**config.mk**
```make
export PLATFORM = sky130hd
export DESIGN_NAME = wfqs_divider
export DESIGN_NICKNAME = d
export VERILOG_FILES = /design/src/hw/rtl/wfqs_pkg.sv /design/src/hw/rtl/wfqs_divider.sv
export SDC_FILE = /design/constraint.sdc
export NUM_CORES = 1
export LEC_CHECK = 0
export ABC_AREA = 1
export BUFFER_PORTS_ARGS = -buffer_cell sky130_fd_sc_hd__clkbuf_2
export CAP_MARGIN = 15
export CORE_ASPECT_RATIO = 0.75
export CORE_MARGIN = 3
export CORE_UTILIZATION = 53
export CTS_CLUSTER_SIZE = 20
export DETAILED_ROUTE_END_ITERATION = 8
export HOLD_SLACK_MARGIN = 0.03
export MAX_ROUTING_LAYER = met4
export PLACE_DENSITY = 0.8
export SETUP_SLACK_MARGIN = 0.4
export SYNTH_ARGS = -nofsm -noshare
export SYNTH_HDL_FRONTEND = slang
export SYNTH_SLANG_ARGS = --single-unit
```
**constraint.sdc**
```tcl
create_clock -name aclk -period 2 [get_ports aclk]
set_clock_uncertainty 0.15 [all_clocks]
set_input_delay 0.3 -clock aclk [delete_from_list [all_inputs] [get_ports aclk]]
set_output_delay 0.3 -clock aclk [all_outputs]
set_load 0.02 [all_outputs]
```
**src/hw/rtl/wfqs_pkg.sv**
```systemverilog
`timescale 1ns / 1ps
package wfqs_pkg;
    localparam int TIME_W = 48;
    localparam int HANDLE_W = 32;
    localparam int SIZE_W = 16;
    localparam logic [TIME_W-1:0] TIME_MAX = {TIME_W{1'b1}};
    localparam logic OP_ENQ = 1'b0;
    localparam logic OP_DEQ = 1'b1;

    typedef enum logic [2:0] {
        ST_IDLE,
        ST_DIV,
        ST_SEL,
        ST_MEM,
        ST_OUT
    } state_t;

    typedef struct packed {
        logic        accepted;
        logic        send_valid;
        logic [2:0]  send_queue;
        logic [31:0] send_item;
        logic [7:0]  nonempty_mask;
        logic        all_empty;
    } result_t;

    // 16-bit size times (S-w) fits in 24 bits; S <= 136 fits in 8.
    localparam int NUM_W = 24;
    localparam int DEN_W = 8;
endpackage

```
**src/hw/rtl/wfqs_divider.sv**
```systemverilog
`timescale 1ns / 1ps
module wfqs_divider (
    input  logic                            aclk,
    input  logic                            aresetn,
    input  logic                            start,
    input  logic [wfqs_pkg::NUM_W-1:0]      numer,
    input  logic [wfqs_pkg::DEN_W-1:0]      denom,
    output logic                            done,
    output logic [wfqs_pkg::NUM_W-1:0]      quot
);
    localparam int CNT_W = $clog2(wfqs_pkg::NUM_W + 1);

    logic [wfqs_pkg::NUM_W-1:0] q_reg, q_next;
    logic [wfqs_pkg::DEN_W:0]   r_reg, r_next;
    logic [wfqs_pkg::DEN_W-1:0] d_reg;
    logic [CNT_W-1:0]           cnt_reg, cnt_next;
    logic                       busy_reg, busy_next;
    logic                       done_reg, done_next;
    logic [wfqs_pkg::DEN_W:0]   trial;

    always_comb begin
        q_next = q_reg;
        r_next = r_reg;
        cnt_next = cnt_reg;
        busy_next = busy_reg;
        done_next = 1'b0;
        trial = {r_reg[wfqs_pkg::DEN_W-1:0], q_reg[wfqs_pkg::NUM_W-1]};
        if (start) begin
            q_next = numer;
            r_next = '0;
            cnt_next = CNT_W'(wfqs_pkg::NUM_W);
            busy_next = 1'b1;
        end else if (busy_reg) begin
            if (trial >= {1'b0, d_reg}) begin
                r_next = trial - {1'b0, d_reg};
                q_next = {q_reg[wfqs_pkg::NUM_W-2:0], 1'b1};
            end else begin
                r_next = trial;
                q_next = {q_reg[wfqs_pkg::NUM_W-2:0], 1'b0};
            end
            cnt_next = cnt_reg - 1'b1;
            if (cnt_reg == CNT_W'(1)) begin
                busy_next = 1'b0;
                done_next = 1'b1;
            end
        end
    end

    always_ff @(posedge aclk) begin
        if (!aresetn) begin
            busy_reg <= 1'b0;
            done_reg <= 1'b0;
            cnt_reg <= '0;
        end else begin
            busy_reg <= busy_next;
            done_reg <= done_next;
            cnt_reg <= cnt_next;
        end
        q_reg <= q_next;
        r_reg <= r_next;
        if (start) d_reg <= denom;
    end

    assign done = done_reg;
    assign quot = q_reg;
endmodule

```
; ---- After elaboration in Yosys (flattened, before gate mapping)
; Index checks and enable logic that the tools add are counted.
[totals]
ff_bits = 47
wordCells = 26
[op_classes]
add_sub_neg = 2
n_lt_le_gt_ge = 1
n_eq_ne = 1
muxes = 10
n_bitwise = 2
reduce_logical = 3
[ops]
columns = op, count
row1 = $mux W24, 2
row2 = $mux W5, 2
row3 = $ge A9 B8 Y1, 1
row4 = $mux W8, 1
row5 = $sub A8 B8 Y8, 1
row6 = $eq A5 B1 Y1 const B, 1
row7 = $mux W1, 5
row8 = $sub A5 B1 Y5 const B, 1
row9 = $reduce_or A3 Y1, 1
row10 = $not A1 Y1, 2
row11 = $reduce_bool A2 Y1, 1
row12 = $reduce_or A2 Y1, 1

; ---- Logic depth before layout (Yosys ltp)
; Gate-level depths: netlist (run 1).
[depth]
depth_word = 4
mapped_depth = 12
ltp_nobuf = 12

; ---- Worst setup path before layout (run 1)
; Ideal clock, no wire load.
[synth_path]
path_kind = flip-flop to flip-flop
from = register q_reg, in the netlist quot[23]
to = register r_reg[4] in the netlist's numbering
setup_ns = 0.113
arrival_time_ns = 1.604
required_ns = 1.737
setup_slack_ns = 0.133
path_stages_with_launch = 11
cell_sequence = edfxtp_1 inv_1 ha_1 fa_1 inv_1 nand3_1 nand3_1 xnor2_1 nand2_1 nand3_1 nand2_1
[synth_between]
elab_chain_cells = 2
elab_cells_between_ends = 3
cone_classes = add/sub (1) / order compare (1) / mux (1)
[synth_lines]
columns = element, line_no
row1 = "start, declared", wfqs_divider.sv:13  ; logic [wfqs_pkg::NUM_W-1:0] q_reg, q_next;
row2 = "start signal, assigned", wfqs_divider.sv:59  ; q_reg <= q_next;
row3 = $sub A8 B8 Y8 or $ge A9 B8 Y1 (tied branches), "wfqs_divider.sv:35, wfqs_divider.sv:34"
row4 = $mux W8 (*), wfqs_divider.sv:34  ; if (trial >= {1'b0, d_reg}) begin
row5 = "end signal, assigned", wfqs_divider.sv:60  ; r_reg <= r_next;
row6 = "end, declared", wfqs_divider.sv:14  ; logic [wfqs_pkg::DEN_W:0] r_reg, r_next;
; Mark *: on every way between the ends. The rest lies on a longest branch, timed or not.
; A chain may end at the register's enable or synchronous reset.

; ---- Final worst setup path (run 1)
[layout_path]
from = register r_reg[5] in the netlist's numbering
to = register r_reg[5] in the netlist's numbering
[layout_between]
elab_chain_cells = 2
[layout_lines]
columns = element, line_no
row1 = $ge A9 B8 Y1, wfqs_divider.sv:34
row2 = $mux W8, wfqs_divider.sv:34
; No other way between the ends.

==> results of run 1 <==
layer usage:
metal  global-route usage, %  vias to the layer above  wire, µm
met2                    33.6                       93      2740
li1                        -                     1047         -
met3                    5.15                        6       368
met4                    5.82                        0        66
met5                       -                        -         0
met1                    30.4                     1004      2710
cell families (layout without fill, tap and decap cells):
group	count (synthesis)	after routing	share of synthesized area, %
DFF	47	47	52.7
adders and majority gates	11	11	6.06
and+or+nand+nor	174	175	31.5
buffers and inverters	36	111	5.80
xor gates and xnor gates	4	4	1.46
AOI/OAI and AO/OA	8	8	2.51
per-stage QoR:
stage | utilization [%] | total power (µW) | cell area, µm²
floorplan | - | 1500 | 2440
CTS | 74.3 | 2500 | 3130
detailed placement | 66.8 | 1650 | 2810
finish | 76.0 | 2520 | 3200
global route | 76.0 | 2630 | 3200
global placement | 66.8 | 1640 | 2810
synth_stat cells:
library cell	n
nand2_1	122
edfxtp_1	32
inv_1	26
nand3_1	18
dfxtp_1	15
nor2_1	14
ha_1	10
nand3b_1	7
clkbuf_1	4
inv_2	4
a31oi_1	3
nor2_2	3
xor2_1	3
a21oi_1	2
nand2_2	2
nand2_4	2
a211oi_1	1
a21oi_4	1
buf_4	1
clkinv_1	1
fa_1	1
nand3_2	1
nand4_1	1
nor3_1	1
nor3_2	1
o211ai_1	1
or2_0	1
or2_4	1
xnor2_1	1
cell type report:
cell class | instances | share of cell area [%]
flip-flops and latches | 47 | 39.5
multi-input cells | 198 | 36.9
repair buffers | 72 | 13.7
inverters | 31 | 3.64
clock buffers | 6 | 2.27
well taps | 55 | 2.15
clock inverters | 2 | 1.88
worst max-delay path, delay by kind of cell (launching register included):
kind,cells,cell delay [ns]
AOI/OAI and AO/OA,1,0.19
adders and majority gates,1,0.26
buffers and inverters,1,0.16
DFF,1,0.42
and+or+nand+nor,8,0.55
worst max-delay path by stage:
stage	end	slack [ns]	cells after the start
2_1_floorplan	r_reg[4]	0.25	10
3_3_place_gp	quot[0]	0.20	7
3_5_place_dp	quot[0]	0.14	7
4_1_cts	r_reg[4]	0.27	9
5_1_grt	r_reg[5]	0.12	12
6_report	r_reg[5]	0.21	11
report_power, final:
group / switching (µW) / internal, µW
sequential: 51.7 / 1130
clock: 316 / 500
combinational: 314 / 210
total: 682 / 1840
timing repair:
item,4_1_cts,5_1_grt
pin swaps,6,9
cloned,1,1
setup buffers,2,0
hold endpoints to repair,4,2
endpoints found under the setup margin,9,9
hold buffers,4,2
resized for setup,16,9
==> metrics.md, run 1 <==
| Metric | Value |
|---|---|
| Outcome | finished, final reports clean |
| Vias | 2150 |
| Most frequent cells in the layout | nand2_1, clkbuf_2, edfxtp_1, inv_1 |
| DR WL/cell | 14.3 µm |
| GPL Wtd Cong | about 0.87 |
| Total Routed Length | between 5000 and 6000 µm |
| Final-stage net count | about 400 |
| Mean Syn Cell Area | ~8.5 µm² |
| IO buf count | just under 60 |
| Number of global-route vias before repair | 2014 |
| Total area of sequential cells | 0.00126 mm² |
| Number of synthesized register bits | 47 |
| Syn nets | 326 |
| Final antenna diode count | 0 |
| H-tree depth | 2 |
| Initial antenna violation count | 0 |
| Placed instance count | a little under 400 |
| Worst-skew pair later-pin latency | ~0.30 ns |
| Core Area | 0.00420 mm² |
| Worst Path Max Fanout | 8 |
| PnR worst setup slack | about 0.21 ns |
| Fill count | roughly 290 |
| Vias per cell | 5.23 |
| Final setup TNS | 0 ns |
| Worst setup path startpoint | r_reg[5] |
| Multi-input gate area | 0.00118 mm² |
| Largest register FFs | 24 |
| Wire length of the first global-routing pass | approximately 9200 µm |
| Die Width | 83.6 µm |
| CTS tree | yes |
| CP max-delay cell | dfxtp_1 |
| Share of the synthesized area in the top cell type | 40.1% |
| # rows | 20 |
| Tmin final | ~1.8 ns |
| GR Overflow Total | 0 |
| Largest net degree at the start of global routing | 28 |
| Area of the die | 0.00537 mm² |
| Root buffer cell | clkbuf_8 |
| FF-to-FF setup slack | 0.21 ns |
| Pwr Density | about 790 mW/mm² |
| Critical Path Start Type | flip-flop |
| Hold path start | denom[6] |
| Cell mode on critical path | nand2_2 |
| Cell taking the most area after synthesis | edfxtp_1 |
| R2R depth | 11 |
| Worst path cell trace | ha_4, nand2_2, nand2_2, nand2_2, nand2_2, a21oi_4, buf_12, nand2_8, nand2_1, nand3_1, nand2_1 |
| Cells after Synth | 280 |
| Max-slew violations | 0 |
| WS Path Type | flip-flop to flip-flop |
| Achievable Freq | ~560 MHz |
| CTS Sinks | 47 |
| DRC viols | 0 |
| Die Ht | 64.2 µm |
| Crit path DAT | 1.88 ns |
| Share of layout cells above drive strength 1 | 32.6% |
| Slew margin rel. | around 66% |
| Reg2Reg Capture Point | r_reg[5] |
| Ports | 60 |
| Area Growth Syn to Fin | 33.6% |
| End of the worst hold path | d_reg[6] |
| DRT Pass-1 Iters | 5 |
| Starting Density | between 50% and 60% |
| Initial DRC count | 225 |
| Area contributors post-synth | edfxtp_1, nand2_1, dfxtp_1 |
| Pleak | 0.00157 µW |
| Hold_ws | 0.0358 ns |
| Synthesized area | approximately 0.0024 mm² |
| Most common cell after layout, fill and taps aside | nand2_1 |
| TritonCTS Buffers | 5 |
| Max VDD drop | ~0.53 mV |
| Register area share after synthesis | 52.7% |
| Pre-CTS setup slack | 0.138 ns |
| Number of routed nets with antenna violations | 0 |
| Hold WC Path Type | input pin to flip-flop |
| Clk slew on worst S/H paths | 0.09 ns |
| WHS Path Cells | 1 |
| HPWL after DPL | 4040 µm |
| RR Startpoint | r_reg[5] |
| Final hold vios | 0 |
| Synth Warn # | 0 |
| Clk buf depth | 2 |
| Setup crit end kind | flip-flop |
| Final Non-Filler Cells | just over 400 |
| Synth unique cells | 29 |
| WP data required | ~2.1 ns |
| Slew at the pin closest to its max-slew limit | 0.511 ns |
| Crit share post-route | 89.3% |
| Gr usage total | between 20% and 30% |
| Final count of negative-setup-slack endpoints | 0 |
| MaxCap Viol Count | 0 |
| CP peak stage delay | 0.42 ns |
| Unrepaired setup endpoints after global routing | true |
(Power assumes the default switching activity.)
==> run 2, diff against run 1 <==
--- a/config.mk
+++ b/config.mk
@@ -8,3 +8,3 @@
 export ABC_AREA = 1
-export BUFFER_PORTS_ARGS = -buffer_cell sky130_fd_sc_hd__clkbuf_2
+export BUFFER_PORTS_ARGS = -buffer_cell sky130_fd_sc_hd__buf_2
 export CAP_MARGIN = 15
--- a/constraint.sdc
+++ b/constraint.sdc
@@ -4,2 +4,2 @@
 set_output_delay 0.3 -clock aclk [all_outputs]
-set_load 0.02 [all_outputs]
+set_load 0.005 [all_outputs]
==> run 2 against run 1 <==
Net effect:
- flip-flop and latch count unchanged
- sequential power about the same
- fmax down 2.5%
- die area unchanged
- wire length down 2.1%
- register-to-register slack worse by 0.05 ns
- critical path type unchanged
- critical endpoint is now r_reg[4]
- largest cell class unchanged
- largest power group unchanged
- highest routed layer unchanged
==> metrics.md, run 2 (synthesis results as in run 1) <==
| Metric | Value |
|---|---|
| Outcome | finished, final reports clean |
| CP peak stage delay | 0.42 ns |
| Area Growth Syn to Fin | 33.1% |
| Setup crit end kind | flip-flop |
| Crit path DAT | ~1.9 ns |
| Final count of negative-setup-slack endpoints | 0 |
| Hold path start | aresetn |
| RR Startpoint | d_reg[0] |
| HPWL after DPL | just under 4000 µm |
| Die Ht | ~64 µm |
| Max VDD drop | 0.514 mV |
| Vias per cell | 5.10 |
| Routing usage on met1 | 26.7% |
| Die Width | 83.6 µm |
| Hold_ws | between 0.1 and 0.15 ns |
| MaxCap Viol Count | 0 |
| WHS Path Cells | 3 |
| Number of routed nets with antenna violations | 0 |
| Reg2Reg Capture Point | r_reg[4] |
| Max-slew violations | 0 |
| Clk buf depth | 2 |
| Ports | 60 |
| Slew margin rel. | 66.9% |
| IO buf count | slightly below 60 |
| Worst-skew pair later-pin latency | 0.30 ns |
| Met3 usage | 6.31% |
| Wire length of the first global-routing pass | 8900 µm |
| Initial DRC count | 216 |
| End of the worst hold path | busy_reg |
| Initial antenna violation count | 0 |
| Final Non-Filler Cells | 414 |
| Number of global-route vias before repair | 1913 |
| Hold WC Path Type | input pin to flip-flop |
| Worst Path Max Fanout | 2 |
| Final setup TNS | 0 ns |
| Critical Path Start Type | flip-flop |
| Final Core Density | 75.8% |
| Final-stage net count | 404 |
| Tmin final | around 1.8 ns |
| Most common cell after layout, fill and taps aside | nand2_1 |
| Total power | 2330 µW |
| Achievable Freq | 546 MHz |
| Largest net degree at the start of global routing | 28 |
| H-tree depth | 2 |
| GR Overflow Total | 0 |
| DRC viols | 0 |
| Final hold vios | 0 |
| Starting Density | 56.9% |
| CTS Sinks | 47 |
| Most frequent cells in the layout | nand2_1, buf_2, edfxtp_1, inv_1, dfxtp_1 |
| Final antenna diode count | 0 |
| FF-to-FF setup slack | 0.17 ns |
| # rows | 20 |
| WS Path Type | flip-flop to flip-flop |
| Crit share post-route | 91.6% |
| Total Routed Length | 5760 µm |
| DR WL/cell | 13.9 µm |
| Placed instance count | about 390 |
| Share of layout cells above drive strength 1 | 32.9% |
| TritonCTS Buffers | 5 |
| R2R depth | 9 |
| Worst path cell trace | ha_4, fa_2, inv_2, nand3_2, nand3_2, xnor2_1, nand2_1, nand3_1, nand2_1 |
| Area of the die | around 0.0054 mm² |
| WP data required | slightly above 2 ns |
| DRT Pass-1 Iters | 4 |
| CTS tree | yes |
| Pwr Density | 733 mW/mm² |
| Unrepaired setup endpoints after global routing | true |
| Gr usage total | ~22% |
| GPL Wtd Cong | 0.892 |
| Root buffer cell | clkbuf_8 |
| Pleak | 0.00158 µW |
| Core Area | between 0.004 and 0.005 mm² |
| Largest register FFs | 24 |
| Most Crowded Layer GR | met2 |
| Clk slew on worst S/H paths | 0.09 ns |
| Met2 Use GR | 33.8% |
| Vias | 2113 |
| CP max-delay cell | edfxtp_1 |
| Slew at the pin closest to its max-slew limit | a little under 0.5 ns |
[run 2: timing repair]
| item | CTS | global route |
|---|---|---|
| hold endpoints to repair | 7 | 1 |
| resized for setup | 6 | 18 |
| gates cloned | 1 | 1 |
| hold buffers | 7 | 1 |
| setup endpoints to repair | 9 | 9 |
| pin swaps | 1 | 12 |
| buffers inserted | 2 | 2 |
[run 2: worst max path at each step]
stage,start,to,slack (ns),depth (start not counted)
final,d_reg[0],r_reg[4],0.17,9
after global routing,d_reg[6],r_reg[7],0.10,11
after CTS,d_reg[6],r_reg[2],0.25,12
after detailed placement,d_reg[6],r_reg[3],0.21,11
after global placement,quot[23],r_reg[4],0.27,10
after floorplan,quot[23],r_reg[4],0.36,10
[run 2: per-stage QoR]
stage / worst slack [ns] / instance area, µm²
5_1_grt: 0.103 / 3190
4_1_cts: 0.245 / 3070
3_3_place_gp: 0.267 / 2800
2_1_floorplan: 0.358 / 2440
3_5_place_dp: 0.210 / 2800
6_report: 0.168 / 3190
[run 2: cell type report]
class | instances | area [µm²]
inverters | 31 | 116
clock buffers | 5 | 68.8
repair buffers | 75 | 465
multi-input cells | 198 | 1160
well taps | 55 | 68.8
fillers | 289 | 1020
clock inverters | 3 | 43.8
flip-flops and latches | 47 | 1260
[run 2: power by group]
group	leakage [µW]	internal, µW	switching (µW)
clock	0.0000581	372	326
combinational	0.00107	205	253
sequential	0.000447	1130	47.0
total	0.00158	1710	626
[run 2: critical path, delay by kind of cell (launching register included)]
| family | cells | cell delay (ns) |
|---|---|---|
| XOR/XNOR | 1 | 0.12 |
| adder cells (fa/ha/maj) | 2 | 0.57 |
| buffers and inverters | 1 | 0.09 |
| flip-flops | 1 | 0.42 |
| AND/OR/NAND/NOR | 5 | 0.37 |
[run 2: layer usage]
| metal | routed length [µm] | vias up |
|---|---|---|
| li1 | - | 1051 |
| met5 | 0 | - |
| met1 | 2540 | 974 |
| met3 | 342 | 6 |
| met4 | 57 | 0 |
| met2 | 2820 | 82 |
==> run 3, diff against run 2 <==
- CORE_ASPECT_RATIO: 0.75 -> unset
==> run 3 against run 2 <==
Net effect:
- combinational power up 1%
- clock-buffer cell count up 2
- sequential power about the same
- global-route usage up 0.95 points
- utilization down 0.091 points
- worst hold slack worse by 0.064 ns
- highest routed layer unchanged
==> metrics.md, run 3 (synthesis results as in run 1) <==
| Metric | Value |
|---|---|
| Clk buf depth | 2 |
| Largest register FFs | 24 |
| CTS tree | yes |
| Worst-skew pair later-pin latency | 0.30 ns |
| Final count of negative-setup-slack endpoints | 0 |
| CP peak stage delay | approximately 0.4 ns |
| Unrepaired setup endpoints after global routing | true |
| Die Width | 73.2 µm |
| Vias per cell | 5.17 |
| Achievable Freq | 551 MHz |
| Outcome | finished, final reports clean |
| Hold WC Path Type | input pin to flip-flop |
| Wire length of the first global-routing pass | 8970 µm |
| Initial DRC count | 118 |
| Area Growth Syn to Fin | 32.0% |
| Max VDD drop | 0.573 mV |
| Die Ht | 73.2 µm |
| CP max-delay cell | edfxtp_1 |
| DRC viols | 0 |
| H-tree depth | 2 |
| Pleak | 0.00155 µW |
| Final antenna diode count | 0 |
| Root buffer cell | clkbuf_8 |
| Met1 wire length | 2650 µm |
| Pwr Density | ~740 mW/mm² |
| DR WL/cell | ~14 µm |
| MaxCap Viol Count | 0 |
| Share of layout cells above drive strength 1 | 33.7% |
| # rows | 23 |
| Met2 wire length | between 2000 and 3000 µm |
| WS Path Type | flip-flop to flip-flop |
| Gr usage total | 22.5% |
| Total power | 2330 µW |
| Clk slew on worst S/H paths | 0.08 ns |
| Buf/Inv on CP | 2 |
| Final hold vios | 0 |
| FF-to-FF setup slack | 0.19 ns |
| R2R depth | 12 |
| Initial antenna violation count | 0 |
| Total Routed Length | 5860 µm |
| DR top layer | met4 |
| GR Overflow Total | 0 |
| Final-stage net count | 401 |
| WL met3 | approximately 350 µm |
| Slew at the pin closest to its max-slew limit | between 0.5 and 0.6 ns |
| Tmin final | 1.81 ns |
| GPL Wtd Cong | 0.889 |
| Starting Density | a little under three fifths |
| Crit share post-route | about nine tenths |
| RR Startpoint | d_reg[6] |
| DRT Pass-1 Iters | 4 |
| Ports | 60 |
| IO buf count | 59 |
| Worst path cell trace | inv_2, ha_4, nand2_2, nand2_2, nand2_2, nand2_2, a21oi_4, buf_12, nand2_8, nand2_1, nand3_1, nand2_1 |
| Reg2Reg Capture Point | r_reg[0] |
| TritonCTS Buffers | 5 |
| Most frequent cells in the layout | nand2_1, buf_2, edfxtp_1, inv_1, dfxtp_1 |
| CP Depth | 12 |
| Largest net degree at the start of global routing | 28 |
| WP data required | approximately 2.1 ns |
| Crit path DAT | approximately 1.9 ns |
| Setup crit end kind | flip-flop |
| Number of global-route vias before repair | 1986 |
| Fill count | 284 |
| Crit path max-delay family | simple AND/OR/NAND/NOR gates |
| Critical Path Start Type | flip-flop |
| Core Area | about 0.0042 mm² |
| Max-slew violations | 0 |
| Most common cell after layout, fill and taps aside | nand2_1 |
| Area of the die | ~0.0054 mm² |
| CP endpoint | r_reg[0] |
| Cell mode on critical path | nand2_2 |
| HPWL after DPL | 3770 µm |
| Final setup TNS | 0 ns |
| Worst setup path startpoint | d_reg[6] |
| Vias | 2098 |
| CTS Sinks | 47 |
| Worst Path Max Fanout | 8 |
| Slew margin rel. | 66.3% |
| Number of routed nets with antenna violations | 0 |
-- run 3: per-stage QoR --
step                utilization (%)  hold slack, ns  setup WS [ns]  instance area [µm²]  instances
finish                         75.7          0.0424          0.186                 3160        406
global route                   75.7          0.0303          0.113                 3160        406
CTS                            73.8          0.0335          0.273                 3080        405
global placement               66.8           0.310          0.245                 2790        386
detailed placement             66.8           0.315          0.236                 2790        386
floorplan                         -           0.249          0.358                 2440        280
-- run 3: repair_timing --
action | in CTS | in global routing
cloned | 1 | 1
buffers inserted | 5 | 0
gates resized for setup | 13 | 15
hold buffers | 5 | 0
endpoints found under the setup margin | 9 | 9
hold endpoints to repair | 5 | 0
pin swaps | 9 | 11
-- run 3: worst min path at each step --
stage	start	to	slack, ns	cells after the start
2_1_floorplan	denom[0]	d_reg[0]	0.25	0
3_3_place_gp	cnt_reg[4]	cnt_reg[4]	0.31	2
3_5_place_dp	cnt_reg[4]	cnt_reg[4]	0.32	2
4_1_cts	denom[0]	d_reg[0]	0.03	1
5_1_grt	denom[0]	d_reg[0]	0.03	1
6_report	denom[0]	d_reg[0]	0.04	1
-- run 3: area by class of cell --
class	count	area, µm²	share of cell area (%)
clock inverter	1	30.0	0.950
tap	50	62.6	1.98
sequential	47	1260	39.9
clock buffer	7	76.3	2.42
timing repair buffer	72	435	13.8
multi-input combinational	198	1180	37.3
inverter	31	116	3.68
-- run 3: worst reg2reg max path, cell delays in order (launching register included) --
cell	delay, ns
edfxtp_1	0.39
inv_2	0.08
ha_4	0.22
nand2_2	0.07
nand2_2	0.07
nand2_2	0.07
nand2_2	0.06
a21oi_4	0.19
buf_12	0.16
nand2_8	0.08
nand2_1	0.07
nand3_1	0.09
nand2_1	0.08
-- run 3: where the power goes --
part | leakage (µW) | internal (µW) | switching [µW]
combinational | 0.00105 | 207 | 256
sequential | 0.000447 | 1130 | 50.2
clock | 0.0000524 | 374 | 306
total | 0.00155 | 1710 | 612
-- run 3: layer usage --
| metal | up-vias | track usage, % |
|---|---|---|
| met1 | 978 | 29.8 |
| met3 | 6 | 4.68 |
| li1 | 1040 | - |
| met5 | - | - |
| met2 | 74 | 34.8 |
| met4 | 0 | 7.38 |
